## config.mk

```make
export PLATFORM = sky130hd
export DESIGN_NAME = three_lane_rgb_led_bit_encoder_top
export DESIGN_NICKNAME = d
export VERILOG_FILES = /design/src/sv/tlrgb_pkg.sv /design/src/sv/tlrgb_ram.sv /design/src/sv/tlrgb_csr.sv /design/src/sv/tlrgb_slot.sv /design/src/sv/three_lane_rgb_led_bit_encoder_top.sv
export SDC_FILE = /design/constraint.sdc
export NUM_CORES = 2
export LEC_CHECK = 0
export BUFFER_PORTS_ARGS = -buffer_cell sky130_fd_sc_hd__buf_2
export CAP_MARGIN = 30
export CELL_PAD_IN_SITES_DETAIL_PLACEMENT = 1
export CELL_PAD_IN_SITES_GLOBAL_PLACEMENT = 1
export CORE_ASPECT_RATIO = 1.4
export CORE_UTILIZATION = 45
export DETAILED_ROUTE_END_ITERATION = 12
export GPL_ROUTABILITY_DRIVEN = 0
export PLACE_DENSITY_LB_ADDON = 0.3
export SYNTH_ARGS = -nofsm -noshare
export SYNTH_HDL_FRONTEND = slang
export SYNTH_HIERARCHICAL = 1
export SYNTH_SLANG_ARGS = --single-unit
```

## constraint.sdc

```tcl
create_clock -name clock -period 4.4 [get_ports clock]
set_input_delay 0.22 -clock clock [delete_from_list [all_inputs] [get_ports clock]]
set_output_delay 0.22 -clock clock [all_outputs]
set_load 0.005 [all_outputs]
```

## src/sv/tlrgb_pkg.sv

```systemverilog
// Shared types, widths, register codes and reset values for the three-lane
// RGB LED bit encoder. No dependencies; every file but tlrgb_ram uses it by scoped names.
package tlrgb_pkg;

   // Default sizing handed to the top level parameters
   localparam int LED_COUNT_DEF = 32;
   localparam int LANES_DEF     = 3;

   // Fixed widths of the payload fields
   localparam int LANE_OUTS  = 3;
   localparam int COLOR_BITS = 24;
   localparam int BIT_W      = 5;
   localparam int SPLIT_W    = 8;
   localparam int CMP_W      = 16;
   localparam int INDEX_W    = 8;
   localparam int REQ_DATA_W = 32;
   localparam int RSP_DATA_W = 64;
   localparam int CSR_IDX_W  = 3;
   localparam int CSR_DATA_W = 16;

   // Register reset values
   localparam logic [SPLIT_W-1:0] FIRST_SPLIT_RST  = 8'd27;
   localparam logic [SPLIT_W-1:0] SECOND_SPLIT_RST = 8'd55;
   localparam logic [CMP_W-1:0]   BIT_PERIOD_RST   = 16'd95;
   localparam logic [CMP_W-1:0]   RESET_PERIOD_RST = 16'd1199;
   localparam logic [CMP_W-1:0]   ONE_CMP_RST      = 16'd9;
   localparam logic [CMP_W-1:0]   ZERO_CMP_RST     = 16'd4;

   // Configuration register indexes
   typedef enum logic [CSR_IDX_W-1:0] {
      CSR_FIRST_SPLIT  = 3'd0,
      CSR_SECOND_SPLIT = 3'd1,
      CSR_BIT_PERIOD   = 3'd2,
      CSR_RESET_PERIOD = 3'd3,
      CSR_ONE_CMP      = 3'd4,
      CSR_ZERO_CMP     = 3'd5
   } csr_idx_type;

   // Request kinds carried on tuser
   typedef enum logic {
      CMD_TICK  = 1'b0,
      CMD_WRITE = 1'b1
   } cmd_type;

   // Live configuration seen by the datapath
   typedef struct packed {
      logic [SPLIT_W-1:0] first_split;
      logic [SPLIT_W-1:0] second_split;
      logic [CMP_W-1:0]   bit_period;
      logic [CMP_W-1:0]   reset_period;
      logic [CMP_W-1:0]   one_compare;
      logic [CMP_W-1:0]   zero_compare;
   } cfg_type;

   // Tick in flight between the read stage and the output stage
   typedef struct packed {
      logic             valid;
      logic             latch;
      logic [BIT_W-1:0] bit_pos;
   } slot_ctl_type;

endpackage

```

## src/sv/tlrgb_ram.sv

```systemverilog
// Generic single-port-write, single-port-read RAM with registered read data.
// No dependencies.
module tlrgb_ram #(
   parameter int WIDTH = 24,
   parameter int DEPTH = 32
) (
   input  logic                                          clock,
   input  logic                                          wr_en,
   input  logic [((DEPTH > 1) ? $clog2(DEPTH) : 1)-1:0]  wr_addr,
   input  logic [WIDTH-1:0]                              wr_data,
   input  logic                                          rd_en,
   input  logic [((DEPTH > 1) ? $clog2(DEPTH) : 1)-1:0]  rd_addr,
   output logic [WIDTH-1:0]                              rd_data
);
   logic [WIDTH-1:0] mem [DEPTH];
   logic [WIDTH-1:0] rd_data_ff;

   // Write port
   always_ff @(posedge clock) begin
      if (wr_en) begin
         mem[wr_addr] <= wr_data;
      end
   end

   // Registered read port
   always_ff @(posedge clock) begin
      if (rd_en) begin
         rd_data_ff <= mem[rd_addr];
      end
   end

   assign rd_data = rd_data_ff;
endmodule

```

## src/sv/tlrgb_csr.sv

```systemverilog
// Configuration register file for the LED bit encoder.
// Depends on tlrgb_pkg for the register codes, reset values and cfg_type.
module tlrgb_csr (
   input  logic                             clock,
   input  logic                             reset,
   input  logic                             csr_valid,
   output logic                             csr_ready,
   input  logic [tlrgb_pkg::CSR_IDX_W-1:0]  csr_index,
   input  logic [tlrgb_pkg::CSR_DATA_W-1:0] csr_data,
   output tlrgb_pkg::cfg_type               cfg
);
   tlrgb_pkg::cfg_type cfg_ff;
   tlrgb_pkg::cfg_type cfg_in;

   // Decode the write; unknown indexes leave everything alone
   always_comb begin
      cfg_in = cfg_ff;
      if (csr_valid) begin
         unique case (tlrgb_pkg::csr_idx_type'(csr_index))
            tlrgb_pkg::CSR_FIRST_SPLIT:  cfg_in.first_split  = csr_data[tlrgb_pkg::SPLIT_W-1:0];
            tlrgb_pkg::CSR_SECOND_SPLIT: cfg_in.second_split = csr_data[tlrgb_pkg::SPLIT_W-1:0];
            tlrgb_pkg::CSR_BIT_PERIOD:   cfg_in.bit_period   = csr_data;
            tlrgb_pkg::CSR_RESET_PERIOD: cfg_in.reset_period = csr_data;
            tlrgb_pkg::CSR_ONE_CMP:      cfg_in.one_compare  = csr_data;
            tlrgb_pkg::CSR_ZERO_CMP:     cfg_in.zero_compare = csr_data;
            default: ;
         endcase
      end
   end

   always_ff @(posedge clock) begin
      if (reset) begin
         cfg_ff.first_split  <= tlrgb_pkg::FIRST_SPLIT_RST;
         cfg_ff.second_split <= tlrgb_pkg::SECOND_SPLIT_RST;
         cfg_ff.bit_period   <= tlrgb_pkg::BIT_PERIOD_RST;
         cfg_ff.reset_period <= tlrgb_pkg::RESET_PERIOD_RST;
         cfg_ff.one_compare  <= tlrgb_pkg::ONE_CMP_RST;
         cfg_ff.zero_compare <= tlrgb_pkg::ZERO_CMP_RST;
      end else begin
         cfg_ff <= cfg_in;
      end
   end

   assign csr_ready = 1'b1;
   assign cfg       = cfg_ff;
endmodule

```

## src/sv/tlrgb_slot.sv

```systemverilog
// Output stage: picks the current color bit of each lane, maps it to a compare
// value and holds the finished word for the result channel. Depends on tlrgb_pkg.
module tlrgb_slot #(
   parameter int LANES = tlrgb_pkg::LANES_DEF
) (
   input  logic                                                 clock,
   input  logic                                                 reset,
   input  tlrgb_pkg::cfg_type                                   cfg,
   input  tlrgb_pkg::slot_ctl_type                              ctl,
   input  logic [tlrgb_pkg::LANE_OUTS-1:0][tlrgb_pkg::COLOR_BITS-1:0] lane_word,
   output logic                                                 free,
   output logic                                                 rsp_tvalid,
   input  logic                                                 rsp_tready,
   output logic [tlrgb_pkg::RSP_DATA_W-1:0]                     rsp_tdata,
   output logic                                                 rsp_tuser
);
   logic                                 rsp_valid_ff;
   logic [tlrgb_pkg::RSP_DATA_W-1:0]     rsp_data_ff;
   logic [tlrgb_pkg::RSP_DATA_W-1:0]     rsp_data_in;
   logic                                 rsp_user_ff;
   logic [tlrgb_pkg::BIT_W-1:0]          bit_sel;
   logic [tlrgb_pkg::LANE_OUTS-1:0][tlrgb_pkg::CMP_W-1:0] cmp;

   // Colors go out msb first
   assign bit_sel = tlrgb_pkg::BIT_W'(tlrgb_pkg::COLOR_BITS - 1) - ctl.bit_pos;

   // Map each lane bit to its compare value; absent lanes and the latch gap read zero
   always_comb begin
      for (int g = 0; g < tlrgb_pkg::LANE_OUTS; g++) begin
         if (ctl.latch || g >= LANES) begin
            cmp[g] = '0;
         end else if (lane_word[g][bit_sel]) begin
            cmp[g] = cfg.one_compare;
         end else begin
            cmp[g] = cfg.zero_compare;
         end
      end
      rsp_data_in = {cmp[2], cmp[1], cmp[0],
                     ctl.latch ? cfg.reset_period : cfg.bit_period};
   end

   // Output register advances whenever it is empty or being taken
   assign free = !rsp_valid_ff || rsp_tready;

   always_ff @(posedge clock) begin
      if (reset) begin
         rsp_valid_ff <= 1'b0;
      end else if (free) begin
         rsp_valid_ff <= ctl.valid;
      end
   end

   always_ff @(posedge clock) begin
      if (free && ctl.valid) begin
         rsp_data_ff <= rsp_data_in;
         rsp_user_ff <= ctl.latch;
      end
   end

   assign rsp_tvalid = rsp_valid_ff;
   assign rsp_tdata  = rsp_data_ff;
   assign rsp_tuser  = rsp_user_ff;
endmodule

```

## src/sv/three_lane_rgb_led_bit_encoder_top.sv

```systemverilog
// Three-lane RGB LED bit encoder: frame store, write decode, bit and LED
// counters, clearing pass. Uses tlrgb_pkg, tlrgb_csr, tlrgb_ram and tlrgb_slot.
//
// Usage:
//  - req channel: tuser = command (0 tick, 1 color write); tdata holds
//    led_index in [7:0] and color in [31:8]. A write stores one color in
//    the lane picked by the two split registers and returns nothing; an
//    index that lands outside a lane's LED_COUNT entries is dropped.
//  - rsp channel: one word per tick. tdata holds period, then the compare
//    values of lanes 0, 1 and 2; tuser flags the latch gap that follows
//    the last bit of LED_COUNT LEDs and restarts the frame.
//  - csr channel: always ready; write only while the block is idle.
//  - Path: an accepted tick passes through the read stage, where the frame
//    RAM's read data arrives, and then the output register that drives rsp_tvalid.
//    Throughput: one word per cycle while rsp_tready is high; the frame RAM's registered read port
//    sets the extra stage in front of the output register.
//  - Reset: registers return to their defaults and a clearing pass zeroes
//    the frame store, one entry per lane per cycle, with req_tready low;
//    csr writes are taken throughout.
//  - Stall: the output register holds its word while rsp_tready is low;
//    one more tick is taken into the read stage, then req_tready drops.
//    Color writes share the same ready.
module three_lane_rgb_led_bit_encoder_top #(
   parameter int LED_COUNT = tlrgb_pkg::LED_COUNT_DEF,
   parameter int LANES     = tlrgb_pkg::LANES_DEF
) (
   input  logic                             clock,
   input  logic                             reset,
   // req
   input  logic                             req_tvalid,
   output logic                             req_tready,
   input  logic [tlrgb_pkg::REQ_DATA_W-1:0] req_tdata,  // led_index[7:0], color[31:8]
   input  logic                             req_tuser,  // command[0]
   // rsp
   output logic                             rsp_tvalid,
   input  logic                             rsp_tready,
   output logic [tlrgb_pkg::RSP_DATA_W-1:0] rsp_tdata,  // period, compare_lane0..2
   output logic                             rsp_tuser,  // latch_slot[0]
   // csr
   input  logic                             csr_valid,
   output logic                             csr_ready,
   input  logic [tlrgb_pkg::CSR_IDX_W-1:0]  csr_index,
   input  logic [tlrgb_pkg::CSR_DATA_W-1:0] csr_data
);
   localparam int AW = (LED_COUNT > 1) ? $clog2(LED_COUNT) : 1;
   localparam int PW = $clog2(LED_COUNT + 1);

   tlrgb_pkg::cfg_type      cfg;
   tlrgb_pkg::slot_ctl_type s1_ff;
   tlrgb_pkg::slot_ctl_type s1_in;

   logic                                 clear_ff;
   logic [AW-1:0]                        clear_addr_ff;
   logic [PW-1:0]                        led_pos_ff;
   logic [PW-1:0]                        led_pos_in;
   logic [tlrgb_pkg::BIT_W-1:0]          bit_pos_ff;
   logic [tlrgb_pkg::BIT_W-1:0]          bit_pos_in;

   logic                                 free;
   logic                                 accept;
   logic                                 tick_acc;
   logic                                 write_acc;
   logic                                 at_latch;
   logic [tlrgb_pkg::INDEX_W-1:0]        wr_index;
   logic [tlrgb_pkg::COLOR_BITS-1:0]     wr_color;
   logic [1:0]                           wr_lane;
   logic [tlrgb_pkg::INDEX_W-1:0]        wr_pos;
   logic                                 wr_ok;
   logic [AW-1:0]                        ram_wr_addr;
   logic [tlrgb_pkg::COLOR_BITS-1:0]     ram_wr_data;
   logic [tlrgb_pkg::LANE_OUTS-1:0][tlrgb_pkg::COLOR_BITS-1:0] lane_word;

   tlrgb_csr u_csr (
      .clock     (clock),
      .reset     (reset),
      .csr_valid (csr_valid),
      .csr_ready (csr_ready),
      .csr_index (csr_index),
      .csr_data  (csr_data),
      .cfg       (cfg)
   );

   // Handshake: hold off during the clearing pass and while the read stage is stuck
   assign req_tready = !clear_ff && (!s1_ff.valid || free);
   assign accept     = req_tvalid && req_tready;
   assign tick_acc   = accept && (tlrgb_pkg::cmd_type'(req_tuser) == tlrgb_pkg::CMD_TICK);
   assign write_acc  = accept && (tlrgb_pkg::cmd_type'(req_tuser) == tlrgb_pkg::CMD_WRITE);
   assign at_latch   = (led_pos_ff == PW'(LED_COUNT));

   // Split the global index into lane and position
   assign wr_index = req_tdata[tlrgb_pkg::INDEX_W-1:0];
   assign wr_color = req_tdata[tlrgb_pkg::REQ_DATA_W-1:tlrgb_pkg::INDEX_W];

   always_comb begin
      if (wr_index < cfg.first_split) begin
         wr_lane = 2'd0;
         wr_pos  = wr_index;
      end else if (wr_index < cfg.second_split) begin
         wr_lane = 2'd1;
         wr_pos  = wr_index - cfg.first_split;
      end else begin
         wr_lane = 2'd2;
         wr_pos  = wr_index - cfg.second_split;
      end
      wr_ok = write_acc && (32'(wr_lane) < 32'(LANES)) && (32'(wr_pos) < 32'(LED_COUNT));
   end

   assign ram_wr_addr = clear_ff ? clear_addr_ff : AW'(wr_pos);
   assign ram_wr_data = clear_ff ? '0 : wr_color;

   // Frame store, one RAM per lane
   for (genvar g = 0; g < tlrgb_pkg::LANE_OUTS; g++) begin : g_lane
      if (g < LANES) begin : g_ram
         tlrgb_ram #(
            .WIDTH (tlrgb_pkg::COLOR_BITS),
            .DEPTH (LED_COUNT)
         ) u_ram (
            .clock   (clock),
            .wr_en   (clear_ff || (wr_ok && wr_lane == 2'(g))),
            .wr_addr (ram_wr_addr),
            .wr_data (ram_wr_data),
            .rd_en   (tick_acc && !at_latch),
            .rd_addr (led_pos_ff[AW-1:0]),
            .rd_data (lane_word[g])
         );
      end else begin : g_none
         assign lane_word[g] = '0;
      end
   end

   // Clearing pass after reset
   always_ff @(posedge clock) begin
      if (reset) begin
         clear_ff      <= 1'b1;
         clear_addr_ff <= '0;
      end else if (clear_ff) begin
         clear_addr_ff <= clear_addr_ff + 1'b1;
         if (clear_addr_ff == AW'(LED_COUNT - 1)) begin
            clear_ff <= 1'b0;
         end
      end
   end

   // Advance bit and LED counters on every tick; wrap after the latch gap
   always_comb begin
      led_pos_in = led_pos_ff;
      bit_pos_in = bit_pos_ff;
      if (tick_acc) begin
         if (at_latch) begin
            led_pos_in = '0;
            bit_pos_in = '0;
         end else if (bit_pos_ff == tlrgb_pkg::BIT_W'(tlrgb_pkg::COLOR_BITS - 1)) begin
            bit_pos_in = '0;
            led_pos_in = led_pos_ff + 1'b1;
         end else begin
            bit_pos_in = bit_pos_ff + 1'b1;
         end
      end
   end

   always_ff @(posedge clock) begin
      if (reset) begin
         led_pos_ff <= '0;
         bit_pos_ff <= '0;
      end else begin
         led_pos_ff <= led_pos_in;
         bit_pos_ff <= bit_pos_in;
      end
   end

   // Read stage: tick waiting on RAM data
   always_comb begin
      s1_in = s1_ff;
      if (tick_acc) begin
         s1_in.valid   = 1'b1;
         s1_in.latch   = at_latch;
         s1_in.bit_pos = bit_pos_ff;
      end else if (free) begin
         s1_in.valid = 1'b0;
      end
   end

   always_ff @(posedge clock) begin
      if (reset) begin
         s1_ff <= '0;
      end else begin
         s1_ff <= s1_in;
      end
   end

   tlrgb_slot #(
      .LANES (LANES)
   ) u_slot (
      .clock      (clock),
      .reset      (reset),
      .cfg        (cfg),
      .ctl        (s1_ff),
      .lane_word  (lane_word),
      .free       (free),
      .rsp_tvalid (rsp_tvalid),
      .rsp_tready (rsp_tready),
      .rsp_tdata  (rsp_tdata),
      .rsp_tuser  (rsp_tuser)
   );
endmodule

```

==> flow_metrics.tcl <==
set metrics [dict create \
    critical_path_cell_count 13 \
    crit_chain "ha_1 -> fa_1 -> nand2b_1 -> a21oi_1 -> o21ai_0 -> nor2_1 -> nand4b_1 -> o31ai_1 -> buf_4 -> or3b_2 -> buf_12 -> nor2_2 -> buf_12" \
    regToRegEndpoint "g_lane[1].g_ram.u_ram/mem[8][23]" \
    cts_buffers 235 \
    dr.pass1.iters 5 \
    hold_violations 0 \
    ys_warn_count 6 \
    htreeDepth 4 \
    synth_top_cell_area_share_pct 72.57 \
    hold_path_class "primary input to flip-flop" \
    skew_ps 90.09 \
    initial_core_util_pct 45.31 \
    r2r_slack_ps 240 \
    drc 0 \
    critPathMaxStageDelay_ps 560 \
    period_share_pct 94.53 \
    grt_overflow 0 \
    ir_worst_vdd_mv 0.4107 \
    vias_per_cell 5.863 \
    io_buffers 123 \
    outcome "finished clean" \
    hold_depth 3 \
    synth_area_um2 101000 \
    critical_path_required_ps 4950 \
    p_leak_nw 36.22 \
    power_density_nw_per_um2 414.9 \
    drive_gt1_share_pct 14.40 \
    grt_pass1_vias 57900 \
    critPathSlowestCell "o31ai_1" \
    fillers 20480 \
    finalWorstSetupSlack_ps 240.8 \
    reg2reg_depth 13 \
    cts.clk_slew.worst_paths_ps 70 \
    slew_headroom_pct 30.97 \
    slew_violations 0 \
    synth-seq-cells 2546 \
    postCtsSetupRepairBufs 0 \
    core_um2 222900 \
    grt_max_degree 97 \
    row_count 205 \
    hold_buffers 46 \
    crit_arrival_ps 4710 \
    synthArstFlopShare_pct 0 \
    pre_cts_ws_ps 284.3 \
    r2r-start "u_csr/cfg[72]" \
    clkSinkCount 2546 \
    critical_path.max_fanout 24 \
    fmax_ghz 0.2404 \
    routed_wl_mm 282.2 \
    drtAntennaViolNets 0 \
    min_from "req_tdata[17]" \
    grt_pass1_wl_mm 402.9 \
    yosysSeqAreaShare_pct 74.65 \
    syn_inst 5929 \
    finalCriticalPeriod_ps 4159 \
    holdPathEnd "g_lane[0].g_ram.u_ram/mem[14][9]" \
    die_y_um 562.6 \
    clockBufferDepth 4 \
    post_drt_wl_per_cell_um 30.13 \
    yosysTopAreaCell "edfxtp_1" \
    critPathTopFamily "simple AND/OR/NAND/NOR gates" \
    yosys.cell_types.count 62 \
    synth_area_leaders "edfxtp_1 73%, mux2i_1 13%, dfxtp_1 2.1%, a22oi_1 1.6%, a22o_1 1.3%" \
    tightest_slew_ps 1035 \
    synth-edff-count 2441 \
    path_buf_inv 3 \
    die_width_um 402.4 \
    dieArea_um2 226400 \
    drv_cap 0 \
    place_hpwl_mm 170.2 \
    postCtsResizedCells 0 \
    num_io_pins 125 \
    hold_slack_ps 37.43 \
    syn_avg_cell_area_um2 17.04 \
    vias 54930 \
    synth_fp_nets 6009 \
    rsz0062_at_grt "false" \
    end_kind "flip-flop" \
    cp-start-kind "flip-flop" \
    grt_util_all_layers_pct 24.49 \
    cts-root-buf "clkbuf_16" \
    antenna_found_initial 9 \
    fin_nets 6357 \
    setup_viol 0 \
    synth_flop_cell "edfxtp_1" \
    area_growth_pct 14.08 \
    critical_path.most_common_cell "buf_12" \
    clkLatencyLatePin_ps 890 \
    critPathKind "flip-flop to flip-flop" \
    cts_tree "built" \
    drt-initial-drc-count 5067 \
]
[cells by family (layout without fill, tap and decap cells)]
group           after synthesis  after routing  synth area share [%]
flops                      2546           2546                 74.65
mux                        1323           1323                 13.31
simple gates                939            939                 4.530
compound gates              718            718                 4.878
buf+inv                     362            900                 2.177
fa+ha+maj                    23             23                0.2998
xor+xnor                     17             17                0.1474
other cells                   1              4              0.003713
[state kept, by name, indices dropped and copies added, names as in the netlist]
signal,flops
bit_pos_ff,5
clear_addr_ff,5
clear_ff,1
g_lane.g_ram.u_ram/mem,2304
g_lane.g_ram.u_ram/rd_data,72
led_pos_ff,6
s1_ff,7
u_csr/cfg,80
u_slot/rsp_tdata,64
u_slot/rsp_tuser,1
u_slot/rsp_tvalid,1
[layer usage]
layer	routed length, um	GRT usage [%]
met1	108500	29.74
met2	147800	44.39
met3	13480	2.407
met4	12420	10.19
met5	13	0
[report_power, final]
| part | internal [mW] | switching [mW] |
|---|---|---|
| Combinational | 0.374 | 0.661 |
| Clock | 11.3 | 8.92 |
| Sequential | 26.5 | 0.0713 |
| Total | 38.2 | 9.65 |
[final cells by class]
class	count	area, um2	area share, %
Timing Repair Buffer	450	4649	4.035
Multi-Input combinational cell	3021	23920	20.76
Sequential cell	2546	75410	65.45
Antenna cell	3	7.507	0.006515
Clock inverter	144	1380	1.198
Inverter	23	86.33	0.07492
Tap cell	2898	3626	3.147
Clock buffer	283	6142	5.330
[how the worst max path moves through the flow]
stage / end / from / slack (ps)
6_report: g_lane[1].g_ram.u_ram/mem[8][23] / u_csr/cfg[72] / 240
5_1_grt: g_lane[1].g_ram.u_ram/mem[8][23] / u_csr/cfg[72] / 190
3_5_place_dp: g_lane[1].g_ram.u_ram/mem[8][18] / req_tdata[0] / 280
3_3_place_gp: g_lane[1].g_ram.u_ram/mem[8][18] / req_tdata[0] / 290
2_1_floorplan: g_lane[0].g_ram.u_ram/mem[19][0] / u_csr/cfg[66] / -170
4_1_cts: g_lane[1].g_ram.u_ram/mem[8][23] / u_csr/cfg[72] / 340
[through the flow]
stage               area, um2  power [mW]  TNS (ps)  util, %  std cells
floorplan              101000       27.54    -70320        -       5929
global placement       107100       28.00         0    48.04       8885
detailed placement     107200       28.05         0    48.11       8892
CTS                    115200       48.11         0    51.69       9365
global route           115200       48.92         0    51.69       9366
finish                 115200       47.81         0    51.70       9368
[worst register-to-register path: stages, from the launching register on]
cell	delay, ps
dfxtp_1	310
ha_1	200
fa_1	400
nand2b_1	190
a21oi_1	290
o21ai_0	210
nor2_1	180
nand4b_1	120
o31ai_1	560
buf_4	280
or3b_2	500
buf_12	180
nor2_2	200
buf_12	210
[Yosys cell counts, types with 21 or more instances]
cell type and number:
buf_4 42, mux2i_1 1292, dfxtp_1 105, nand3_1 226
inv_1 23, nand2b_1 118, edfxtp_1 2441, nor3_1 78
nor2b_1 40, nand2_1 245, nor2_1 167, buf_2 98
a21oi_1 241, buf_6 73, ha_1 21, a22oi_1 217
clkbuf_1 111, a22o_1 146, a31oi_1 72
[cells in the final DEF (no fill, tap or decap), drive strengths merged, types with 9 or more instances in the layout]
cell type    synthesis  layout
edfxtp            2441    2441
mux2i             1292    1292
buf                225     404
clkbuf             114     283
nand2              245     245
a21oi              241     241
nand3              226     226
a22oi              217     217
nor2               167     167
a22o               146     146
nand2b             118     118
clkinv               0     107
dfxtp              105     105
nor3                78      78
a31oi               73      73
dlygate4sd3          0      46
nor2b               40      40
inv                 23      28
bufinv               0      24
ha                  21      21
nand3b              19      19
mux2                17      17
mux4                14      14
xor2                10      10
o21ai               10      10
or3b                 9       9
Power figures use the tool's default switching activity.
